==> config.mk <==
export PLATFORM = sky130hd
export DESIGN_NAME = cb_prefix_bit_shift_unit
export DESIGN_NICKNAME = d
export VERILOG_FILES = /design/src/hdl/cbsu_pkg.sv /design/src/hdl/cb_prefix_bit_shift_unit.sv /design/src/hdl/cbsu_regfile.sv /design/src/hdl/cbsu_exec.sv
export VERILOG_INCLUDE_DIRS = /design/src /design/src/hdl
export SDC_FILE = /design/constraint.sdc
export NUM_CORES = 1
export LEC_CHECK = 0
export BUFFER_PORTS_ARGS = -buffer_cell sky130_fd_sc_hd__buf_2
export CORE_ASPECT_RATIO = 1.4
export CORE_UTILIZATION = 62
export DETAILED_ROUTE_END_ITERATION = 6
export PLACE_DENSITY_LB_ADDON = 0.05
export RECOVER_POWER = 25
export SYNTH_ARGS = -nofsm -noshare
export SYNTH_HDL_FRONTEND = slang
export SYNTH_SLANG_ARGS = --single-unit
==> constraint.sdc <==
create_clock -name i_clk -period 4.4 [get_ports i_clk]
set_input_delay 0 -clock i_clk [delete_from_list [all_inputs] [get_ports i_clk]]
set_output_delay 0 -clock i_clk [all_outputs]
set_load 0.02 [all_outputs]
==> src/hdl/cb_prefix_bit_shift_unit_defines.svh <==
// Assertion macros shared by the CB-prefix bit and shift unit.
`ifndef CB_PREFIX_BIT_SHIFT_UNIT_DEFINES_SVH
`define CB_PREFIX_BIT_SHIFT_UNIT_DEFINES_SVH

// Same-cycle implication, checked on i_clk outside reset.
`define CBSU_ASSERT_IMPL(label, ante, cons) \
    label: assert property (@(posedge i_clk) disable iff (!i_rst_n) (ante) |-> (cons)) \
        else $error("cbsu assertion failed");

// Next-cycle implication, checked on i_clk outside reset.
`define CBSU_ASSERT_NEXT(label, ante, cons) \
    label: assert property (@(posedge i_clk) disable iff (!i_rst_n) (ante) |=> (cons)) \
        else $error("cbsu assertion failed");

`endif

==> src/hdl/cbsu_pkg.sv <==
// Types, codes and helpers for the CB-prefix bit and shift unit.
`timescale 1ns / 1ps
`default_nettype none

package cbsu_pkg;

    // Opcode groups (bits 7:6)
    localparam logic [1:0] GRP_SHIFT = 2'd0;
    localparam logic [1:0] GRP_BIT   = 2'd1;
    localparam logic [1:0] GRP_RES   = 2'd2;
    localparam logic [1:0] GRP_SET   = 2'd3;

    // Rotate / shift kinds (bits 5:3 in the shift group)
    localparam logic [2:0] SH_RLC  = 3'd0;
    localparam logic [2:0] SH_RRC  = 3'd1;
    localparam logic [2:0] SH_RL   = 3'd2;
    localparam logic [2:0] SH_RR   = 3'd3;
    localparam logic [2:0] SH_SLA  = 3'd4;
    localparam logic [2:0] SH_SRA  = 3'd5;
    localparam logic [2:0] SH_SWAP = 3'd6;
    localparam logic [2:0] SH_SRL  = 3'd7;

    // Operand / load indexes
    localparam logic [2:0] IDX_MEM   = 3'd6;  // memory at HL (execute)
    localparam logic [2:0] IDX_FLAGS = 3'd6;  // flags (load)
    localparam logic [2:0] IDX_A     = 3'd7;

    // Register file slots
    localparam int unsigned NUM_GPR = 7;
    localparam logic [2:0] SLOT_H = 3'd4;
    localparam logic [2:0] SLOT_L = 3'd5;
    localparam logic [2:0] SLOT_A = 3'd6;

    typedef struct packed {
        logic z;
        logic n;
        logic h;
        logic c;
    } t_flags;

    typedef struct packed {
        logic       func;
        logic [7:0] opcode;
        logic [7:0] memory_byte;
        logic [2:0] load_index;
        logic [7:0] load_value;
    } t_req;

    typedef struct packed {
        logic [2:0]  target_index;
        logic [7:0]  result_byte;
        logic        wrote_back;
        logic        memory_write;
        logic [15:0] memory_address;
        logic        flag_zero;
        logic        flag_subtract;
        logic        flag_half;
        logic        flag_carry;
    } t_rsp;

    // Register file update produced by the execute logic
    typedef struct packed {
        logic       gpr_we;
        logic [2:0] gpr_slot;
        logic [7:0] gpr_data;
        t_flags     flags;
    } t_rf_wr;

    // Operand index to register file slot: A sits in the last slot
    function automatic logic [2:0] slot_of(input logic [2:0] idx);
        return (idx == IDX_A) ? SLOT_A : idx;
    endfunction

endpackage

`default_nettype wire

==> src/hdl/cb_prefix_bit_shift_unit.sv <==
// CB-prefix bit and shift unit: request register, execute logic, response register.
// A request passes the request register, then the response register once that is free.
// Throughput: one request per cycle unless the response stalls; the single execute pass
// reads and updates the register file between the two registers, so back-to-back
// requests see fresh state.
// Reset (synchronous, active low) clears both valid bits, the register file and the flags.
`timescale 1ns / 1ps
`default_nettype none
`include "cb_prefix_bit_shift_unit_defines.svh"

module cb_prefix_bit_shift_unit
    import cbsu_pkg::*;
(
    input  wire logic i_clk,
    input  wire logic i_rst_n,
    input  wire logic i_req_valid,
    output      logic o_req_ready,
    input  wire t_req i_req,
    output      logic o_rsp_valid,
    input  wire logic i_rsp_ready,
    output      t_rsp o_rsp
);

    logic        r_in_valid;
    t_req        r_in;
    logic        r_out_valid;
    t_rsp        r_out;
    logic        advance;
    logic [2:0]  rd_slot;
    logic [7:0]  rd_data;
    logic [15:0] hl;
    t_flags      cur_flags;
    t_rf_wr      wr;
    t_rsp        n_out;

    // Request moves to the response register when that register is free
    assign advance     = r_in_valid && (!r_out_valid || i_rsp_ready);
    assign o_req_ready = !r_in_valid || advance;

    // Request register
    always_ff @(posedge i_clk) begin
        if (!i_rst_n) begin
            r_in_valid <= 1'b0;
        end else if (o_req_ready) begin
            r_in_valid <= i_req_valid;
        end
        if (o_req_ready && i_req_valid) begin
            r_in <= i_req;
        end
    end

    cbsu_regfile u_regfile (
        .i_clk     (i_clk),
        .i_rst_n   (i_rst_n),
        .i_rd_slot (rd_slot),
        .i_wr_en   (advance),
        .i_wr      (wr),
        .o_rd_data (rd_data),
        .o_hl      (hl),
        .o_flags   (cur_flags)
    );

    cbsu_exec u_exec (
        .i_req     (r_in),
        .i_rd_data (rd_data),
        .i_hl      (hl),
        .i_flags   (cur_flags),
        .o_rd_slot (rd_slot),
        .o_wr      (wr),
        .o_rsp     (n_out)
    );

    // Response register
    always_ff @(posedge i_clk) begin
        if (!i_rst_n) begin
            r_out_valid <= 1'b0;
        end else begin
            r_out_valid <= advance || (r_out_valid && !i_rsp_ready);
        end
        if (advance) begin
            r_out <= n_out;
        end
    end

    assign o_rsp_valid = r_out_valid;
    assign o_rsp       = r_out;

    // Checks
    `CBSU_ASSERT_IMPL(a_memw_has_wb, o_rsp_valid && o_rsp.memory_write, o_rsp.wrote_back)
    `CBSU_ASSERT_IMPL(a_memw_target, o_rsp_valid && o_rsp.memory_write, o_rsp.target_index == IDX_MEM)
    `CBSU_ASSERT_NEXT(a_accept_fills, i_req_valid && o_req_ready, r_in_valid)
    `CBSU_ASSERT_NEXT(a_advance_fills, advance, r_out_valid)

endmodule

`default_nettype wire

==> src/hdl/cbsu_regfile.sv <==
// Register file B,C,D,E,H,L,A and the Z/N/H/C flags.
`timescale 1ns / 1ps
`default_nettype none

module cbsu_regfile
    import cbsu_pkg::*;
(
    input  wire logic        i_clk,
    input  wire logic        i_rst_n,
    input  wire logic [2:0]  i_rd_slot,
    input  wire logic        i_wr_en,
    input  wire t_rf_wr      i_wr,
    output      logic [7:0]  o_rd_data,
    output      logic [15:0] o_hl,
    output      t_flags      o_flags
);

    logic [7:0] r_gpr [NUM_GPR];
    t_flags     r_flags;

    // State update, one request per cycle when i_wr_en is set
    always_ff @(posedge i_clk) begin
        if (!i_rst_n) begin
            for (int i = 0; i < NUM_GPR; i++) begin
                r_gpr[i] <= '0;
            end
            r_flags <= '0;
        end else if (i_wr_en) begin
            r_flags <= i_wr.flags;
            if (i_wr.gpr_we) begin
                r_gpr[i_wr.gpr_slot] <= i_wr.gpr_data;
            end
        end
    end

    // Read ports
    assign o_rd_data = r_gpr[i_rd_slot];
    assign o_hl      = {r_gpr[SLOT_H], r_gpr[SLOT_L]};
    assign o_flags   = r_flags;

endmodule

`default_nettype wire

==> src/hdl/cbsu_exec.sv <==
// Execute logic: decode, rotate/shift, BIT/RES/SET, loads and flags.
`timescale 1ns / 1ps
`default_nettype none

module cbsu_exec
    import cbsu_pkg::*;
(
    input  wire t_req        i_req,
    input  wire logic [7:0]  i_rd_data,
    input  wire logic [15:0] i_hl,
    input  wire t_flags      i_flags,
    output      logic [2:0]  o_rd_slot,
    output      t_rf_wr      o_wr,
    output      t_rsp        o_rsp
);

    logic [1:0] grp;
    logic [2:0] sel;
    logic [2:0] zidx;
    logic [7:0] v;
    logic [7:0] sh_res;
    logic       sh_cout;
    logic [7:0] result;
    logic       wrote;
    t_flags     flags;

    assign grp       = i_req.opcode[7:6];
    assign sel       = i_req.opcode[5:3];
    assign zidx      = i_req.opcode[2:0];
    assign o_rd_slot = slot_of(zidx);
    assign v         = (zidx == IDX_MEM) ? i_req.memory_byte : i_rd_data;

    // Rotates and shifts
    always_comb begin
        case (sel)
            SH_RLC:  begin sh_cout = v[7]; sh_res = {v[6:0], v[7]};      end
            SH_RRC:  begin sh_cout = v[0]; sh_res = {v[0], v[7:1]};      end
            SH_RL:   begin sh_cout = v[7]; sh_res = {v[6:0], i_flags.c}; end
            SH_RR:   begin sh_cout = v[0]; sh_res = {i_flags.c, v[7:1]}; end
            SH_SLA:  begin sh_cout = v[7]; sh_res = {v[6:0], 1'b0};      end
            SH_SRA:  begin sh_cout = v[0]; sh_res = {v[7], v[7:1]};      end
            SH_SWAP: begin sh_cout = 1'b0; sh_res = {v[3:0], v[7:4]};    end
            SH_SRL:  begin sh_cout = v[0]; sh_res = {1'b0, v[7:1]};      end
            default: begin sh_cout = 1'b0; sh_res = v;                   end
        endcase
    end

    // Result, write-back and flags
    always_comb begin
        result = v;
        wrote  = 1'b0;
        flags  = i_flags;
        if (i_req.func) begin
            // load: flags take the upper nibble, registers the whole byte
            if (i_req.load_index == IDX_FLAGS) begin
                result = {i_req.load_value[7:4], 4'h0};
                flags  = i_req.load_value[7:4];
            end else begin
                result = i_req.load_value;
            end
        end else begin
            case (grp)
                GRP_SHIFT: begin
                    result  = sh_res;
                    wrote   = 1'b1;
                    flags.z = (sh_res == 8'h00);
                    flags.n = 1'b0;
                    flags.h = 1'b0;
                    flags.c = sh_cout;
                end
                GRP_BIT: begin
                    flags.z = ~v[sel];
                    flags.n = 1'b0;
                    flags.h = 1'b1;
                end
                GRP_RES: begin
                    result = v & ~(8'd1 << sel);
                    wrote  = 1'b1;
                end
                GRP_SET: begin
                    result = v | (8'd1 << sel);
                    wrote  = 1'b1;
                end
                default: begin
                    result = v;
                end
            endcase
        end
    end

    // Register file update
    always_comb begin
        o_wr.flags = flags;
        if (i_req.func) begin
            o_wr.gpr_we   = (i_req.load_index != IDX_FLAGS);
            o_wr.gpr_slot = slot_of(i_req.load_index);
            o_wr.gpr_data = i_req.load_value;
        end else begin
            o_wr.gpr_we   = wrote && (zidx != IDX_MEM);
            o_wr.gpr_slot = o_rd_slot;
            o_wr.gpr_data = result;
        end
    end

    // Response fields
    always_comb begin
        o_rsp.target_index   = i_req.func ? i_req.load_index : zidx;
        o_rsp.result_byte    = result;
        o_rsp.wrote_back     = wrote;
        o_rsp.memory_write   = wrote && (zidx == IDX_MEM);
        o_rsp.memory_address = i_hl;
        o_rsp.flag_zero      = flags.z;
        o_rsp.flag_subtract  = flags.n;
        o_rsp.flag_half      = flags.h;
        o_rsp.flag_carry     = flags.c;
    end

endmodule

`default_nettype wire
Word level (Yosys, flattened, before mapping)
Memory sizes are Yosys's and may differ from the RTL's. A register that Yosys moved wholly into a read port is not among the register bits.
Index checks and enable logic that the tools add are counted.

storage, ports and cells
  flip-flop bits (word level) = 51
  RAM bits = 56
  input bits = 32
  output and inout bits = 35
  memories = 1

cells by class
  $lt $le $gt $ge = 1
  eq/ne operators = 16
  shift operators = 1
  mux-type cells = 26
  bitwise logic cells = 4
  reductions and logical operators = 18

memories
  name             words  bits a word  read ports  clocked after memory_dff  wr ports  RTL line            RTL
  u_regfile.r_gpr  7      8            3           2                         7         cbsu_regfile.sv:18  logic [7:0] r_gpr [NUM_GPR];

operator list
  operator                                                                       count
  8-bit case mux with 8 select lines                                             1
  3-bit == test (second input constant)                                          8
  8-bit two-way mux                                                              3
  8-bit case mux with 3 select lines                                             1
  12-bit two-way mux                                                             1
  3-bit two-way mux                                                              4
  4-bit two-way mux                                                              3
  1-bit two-way mux                                                              10
  8-bit bitwise AND                                                              1
  8-bit logical NOT                                                              1
  8-bit inverter                                                                 1
  8-bit OR                                                                       1
  8-bit OR reduction                                                             1
  1-bit by 3-bit << shifter with 8-bit output (first input constant)             1
  3-bit by 2-bit == test with 1-bit output (second input constant)               2
  3-bit != test (second input constant)                                          2
  3-bit case mux with 2 select lines                                             1
  3-bit OR reduction                                                             2
  1-bit logical AND                                                              5
  2-bit == test (second input constant)                                          2
  3-bit by 4-bit less-than comparator with 1-bit output (second input constant)  1
  4-bit OR reduction                                                             1
  1-bit binary-select mux with 3-bit select                                      1
  3-bit by 1-bit == test with 1-bit output (second input constant)               1
  other kinds (7)                                                                11

Longest topological paths before layout
An unclocked memory read counts as a cell.

  depth after elaboration = 14
  mapped depth = 12
  depth with buffers taken out = 8

By module
Synthesis repeated with hierarchy kept, for this count alone.

unflattened totals
  cells, all modules = 495
  area, all modules = 6473.7 um^2

by module, submodules not included
  module                    times used  cells each  area each (um^2)  seq. area each (um^2)
  cbsu_regfile              1           212         3039.2            1921.8
  cb_prefix_bit_shift_unit  1           70          1935.6            1871.8
  cbsu_exec                 1           213         1498.9            0.0

Least setup slack after synthesis
Ideal clock, no wire load.

  path kind = reg-to-reg
  start point = register r_out_valid (netlist: o_rsp_valid)
  end point = register u_regfile.r_flags, in the netlist u_regfile.o_flags[3]
  arrival = 2561 ps
  data required time = 4307 ps
  setup slack = 1747 ps
  stages on the path, launching flop included = 6
  path buffers = 1
  period minus slack after synthesis = 2653 ps
  path through = dfxtp_1 > nor2b_1 > clkbuf_1 > nor2_1 > nand3_1 > o22ai_1

between the ends
  word-level cells in the longest chain between the ends = 3

RTL lines
  what                    RTL line                        RTL
  from (decl)             cb_prefix_bit_shift_unit.sv:26  logic r_out_valid;
  from (signal assigned)  cb_prefix_bit_shift_unit.sv:78  r_out_valid <= advance || (r_out_valid && !i_rsp_ready);
  1-bit logical NOT       cb_prefix_bit_shift_unit.sv:37  assign advance = r_in_valid && (!r_out_valid || i_rsp_ready);
  1-bit logical OR        cb_prefix_bit_shift_unit.sv:37
  1-bit logical AND       cb_prefix_bit_shift_unit.sv:37
  named net advance       cb_prefix_bit_shift_unit.sv:28  logic advance;
  to (signal assigned)    cbsu_regfile.sv:29              r_flags <= i_wr.flags;
  to (decl)               cbsu_regfile.sv:19              t_flags r_flags;

The timed path passes the listed nets, and every way through them passes these cells.
A chain may end at the register's enable or synchronous reset.

==> results.yml <==
status:
  run_status: "completed"
floorplan:
  boundaryPins: 67
  floorplan.core_area_sq_um: 9029
  die_w_um: 83.35
  initial_core_util_pct: 63.62
  fp-row-count: 41
  dieHeight_um: 115.9
  die_area_sq_um: 9659
logic_synthesis:
  synth_simple_gate_area_share_pct: 15.27
  ys_seq_area_share_pct: 61.86
  yosys_warnings: 0
  synth_top_cells_by_count: "sky130_fd_sc_hd__edfxtp_1, sky130_fd_sc_hd__nor2_1, sky130_fd_sc_hd__nand2_1, sky130_fd_sc_hd__inv_1"
  avgSynthCellArea_sq_um: 11.44
  yosys_register_bits: 123
  post-synth-top-area-fraction_pct: 56.98
  synth-edff-count: 109
  fraction_of_the_mapped_netlist_area_in_adder_cells_pct: 0
  async_reset_ff_share_pct: 0
  synth_top_family_by_area: "simple AND/OR/NAND/NOR gates"
  synth_compound_area_share_pct: 14.16
  synth.top_cells.by_area: "sky130_fd_sc_hd__edfxtp_1, sky130_fd_sc_hd__dfxtp_1, sky130_fd_sc_hd__nor2_1"
  ys.flop_type: "sky130_fd_sc_hd__edfxtp_1"
  synth.area.mux_share_pct: 4.727
  synth_xor_xnor_area_share_pct: 0
  synth_nets: 534
  post_synth_num_cell_types: 68
  synth_area_sq_um: 5744
  synthMostInstantiatedCell: "sky130_fd_sc_hd__edfxtp_1"
  post_synth_inst_count: 502
  synth_top_area_cell: "sky130_fd_sc_hd__edfxtp_1"
routing:
  post_drt_via_cell_ratio: 6.471
  wirelength_um: 16460
  router_iterations_before_antenna_repair: 6
  drt_drc_violations_left: 0
  dr.first_iter.drc_count: 560
  drt.antenna.violating_nets: 0
  wl_per_cell_um: 23.12
  num_vias: 4607
sta:
  fin_ws_ns: 0.5216
  period_share_pct: 88.14
  setup_viol_count_final: 0
  timing.final.max_slew_violations: 0
  final_period_minus_worst_setup_slack_ns: 3.878
  max_clock_freq_mhz: 257.8
  timing_hold_violations_final: 0
  finalClockSkew_ns: 0.01049
  slew-limit-headroom_pct: 28.16
  tightestPinTransition_ns: 1.075
  rsz_0062_raised_after_global_routing: "no"
  finalSetupTns_ns: 0
critical_path:
  regToRegEndpoint: "u_regfile.r_gpr[0][7]$_SDFFCE_PN0P_"
  worst_ep_required_time_ns: 4.47
  rr_startpoint: "r_in[19]$_DFFE_PP_"
  r2r.worst_path.cells: 8
  worst-path-max-fanout: 27
  startpoint_type: "flip-flop"
  path_class: "flip-flop to flip-flop"
  reg2reg_setup_slack_ns: 0.52
  worst_endpoint_data_arrival_time_ns: 3.95
  timing.critical_path.to_type: "flip-flop"
grt:
  global_route.overflow_total: 0
  number_of_antenna_violations_at_the_first_check_in_global_routing: 0
  grtUsageTotal_pct: 35.22
  grt_first_pass_wirelength_um: 24740
  grt_start_max_net_pins: 39
  via_count_of_the_first_global_routing_pass: 4494
cts:
  post_cts_resize_count: 0
  clock_latency_at_the_later_pin_of_the_worst_skew_pair_ns: 0.42
  clk_pin_slew_ns: 0.06
  numCtsBuffers: 17
  clock_sinks: 123
  post_cts_hold_buffer_count: 30
  postCtsSetupBuffers: 0
  clockBufferDepth: 2
  cts-root-buf: "sky130_fd_sc_hd__clkbuf_16"
  clock_tree_from_tritoncts: "yes"
  htreeDepth: 4
hold_path:
  worst_hold_path.endpoint: "o_rsp_valid$_SDFF_PN0_"
  hp-start: "i_rsp_ready"
  timing.hold.worst.class: "input pin to flip-flop"
  hold-path-cell-count: 5
final_layout:
  layout.area.seq_sq_um: 3553
  drive_above_1_share_pct: 16.36
  antenna-diode-count: 0
  area_occupied_by_multi_input_gates_sq_um: 1969
  nFillCells: 574
  final_area_sq_um: 6968
  syn_to_layout_area_delta_pct: 21.30
  design.final.nets: 624
placed_design:
  dp_hpwl_um: 10770
  port_buffers: 66
  dp_slack_ns: 0.7418
  placement.cell_area_sq_um: 6107
  gp_congestion: 1.023
power:
  cellPowerDensity_nw_per_um2: 441.0
  power.static_leakage_nw: 2.648
  vdd_drop_max_mv: 0.3915
run:
  maxCapViolCount: 0
[sequential cells by signal, summed over array words and instances, names as in the netlist]
signal and count:
u_regfile.r_gpr 56, o_rsp 33, r_in 28, r_in_valid 1, o_rsp_valid 1, u_regfile.o_flags 4
[metrics by stage]
step	hold slack, ns	power (W)	instances	utilization (%)
global placement	0.1765	0.001663	650	67.64
global route	0.03908	0.003143	712	77.18
detailed placement	0.1781	0.001666	650	67.64
floorplan	0.09887	0.001568	502	-
CTS	0.01080	0.003057	712	77.49
finish	0.01837	0.003073	712	77.18
[power by group]
group          leakage (nW)  switching [W]  total (W)  internal (W)
clock                 0.280       0.000551    0.00140      0.000845
sequential             1.20      0.0000507    0.00138       0.00133
combinational          1.17       0.000185   0.000296      0.000111
[how the worst max path moves through the flow]
stage | from | end | slack [ns] | cells past startpoint
floorplan | o_rsp_valid$_SDFF_PN0_ | u_regfile.o_flags[3]$_SDFFE_PN0P_ | 1.75 | 5
global placement | r_in[19]$_DFFE_PP_ | u_regfile.r_gpr[4][5]$_SDFFCE_PN0P_ | 0.80 | 6
detailed placement | r_in[19]$_DFFE_PP_ | u_regfile.r_gpr[0][4]$_SDFFCE_PN0P_ | 0.74 | 8
CTS | r_in[19]$_DFFE_PP_ | u_regfile.r_gpr[0][1]$_SDFFCE_PN0P_ | 0.62 | 8
global route | r_in[19]$_DFFE_PP_ | u_regfile.r_gpr[0][7]$_SDFFCE_PN0P_ | 0.35 | 8
finish | r_in[19]$_DFFE_PP_ | u_regfile.r_gpr[0][7]$_SDFFCE_PN0P_ | 0.52 | 8
[cells by family after synthesis]
group / after synthesis
buf+inv: 52
simple gates: 186
mux: 26
compound gates: 115
flops: 123
[cell type report]
class,instances,area share [%]
Timing Repair Buffer,101,9.176
Sequential cell,123,51.00
Clock inverter,14,2.298
Tap cell,107,1.921
Clock buffer,18,6.159
Inverter,22,1.185
Multi-Input combinational cell,327,28.26
[critical path: stages, from the launching register on]
cell and delay, ns:
sky130_fd_sc_hd__edfxtp_1 1.05, sky130_fd_sc_hd__and3b_1 0.36, sky130_fd_sc_hd__or3_1 0.45, sky130_fd_sc_hd__a211o_1 0.43, sky130_fd_sc_hd__nor2_4 0.26, sky130_fd_sc_hd__nand2_1 0.11, sky130_fd_sc_hd__nor2_1 0.14, sky130_fd_sc_hd__nand2_1 0.29
sky130_fd_sc_hd__nand2_1 0.44
[metal layers]
metal | routed length (um) | global-route usage (%)
met1 | 5745 | 39.31
met3 | 1212 | 7.336
met5 | 0 | 0
met2 | 8688 | 63.28
met4 | 811 | 19.54
[cells in the final DEF (no fill, tap or decap), types with 5 or more instances in the layout]
cell	netlist	final
sky130_fd_sc_hd__edfxtp_1	109	109
sky130_fd_sc_hd__clkbuf_16	0	17
sky130_fd_sc_hd__nand3_1	13	13
sky130_fd_sc_hd__nor2b_1	7	7
sky130_fd_sc_hd__and3_1	6	6
sky130_fd_sc_hd__clkbuf_1	18	24
sky130_fd_sc_hd__o22ai_1	6	6
sky130_fd_sc_hd__o21ai_0	20	20
sky130_fd_sc_hd__nor2_1	68	67
sky130_fd_sc_hd__a22oi_1	7	7
sky130_fd_sc_hd__a31oi_1	5	5
sky130_fd_sc_hd__a21oi_1	20	20
sky130_fd_sc_hd__nor3_1	8	8
sky130_fd_sc_hd__mux2i_1	17	17
sky130_fd_sc_hd__dlygate4sd3_1	0	30
sky130_fd_sc_hd__inv_1	21	21
sky130_fd_sc_hd__o221ai_1	5	5
sky130_fd_sc_hd__buf_4	3	5
sky130_fd_sc_hd__nand2_1	44	44
sky130_fd_sc_hd__mux2_2	9	9
sky130_fd_sc_hd__buf_2	6	43
sky130_fd_sc_hd__dfxtp_1	14	14
sky130_fd_sc_hd__nand2b_1	12	12
sky130_fd_sc_hd__and2_1	5	5
No activity file was read; power rests on OpenSTA's default activity.
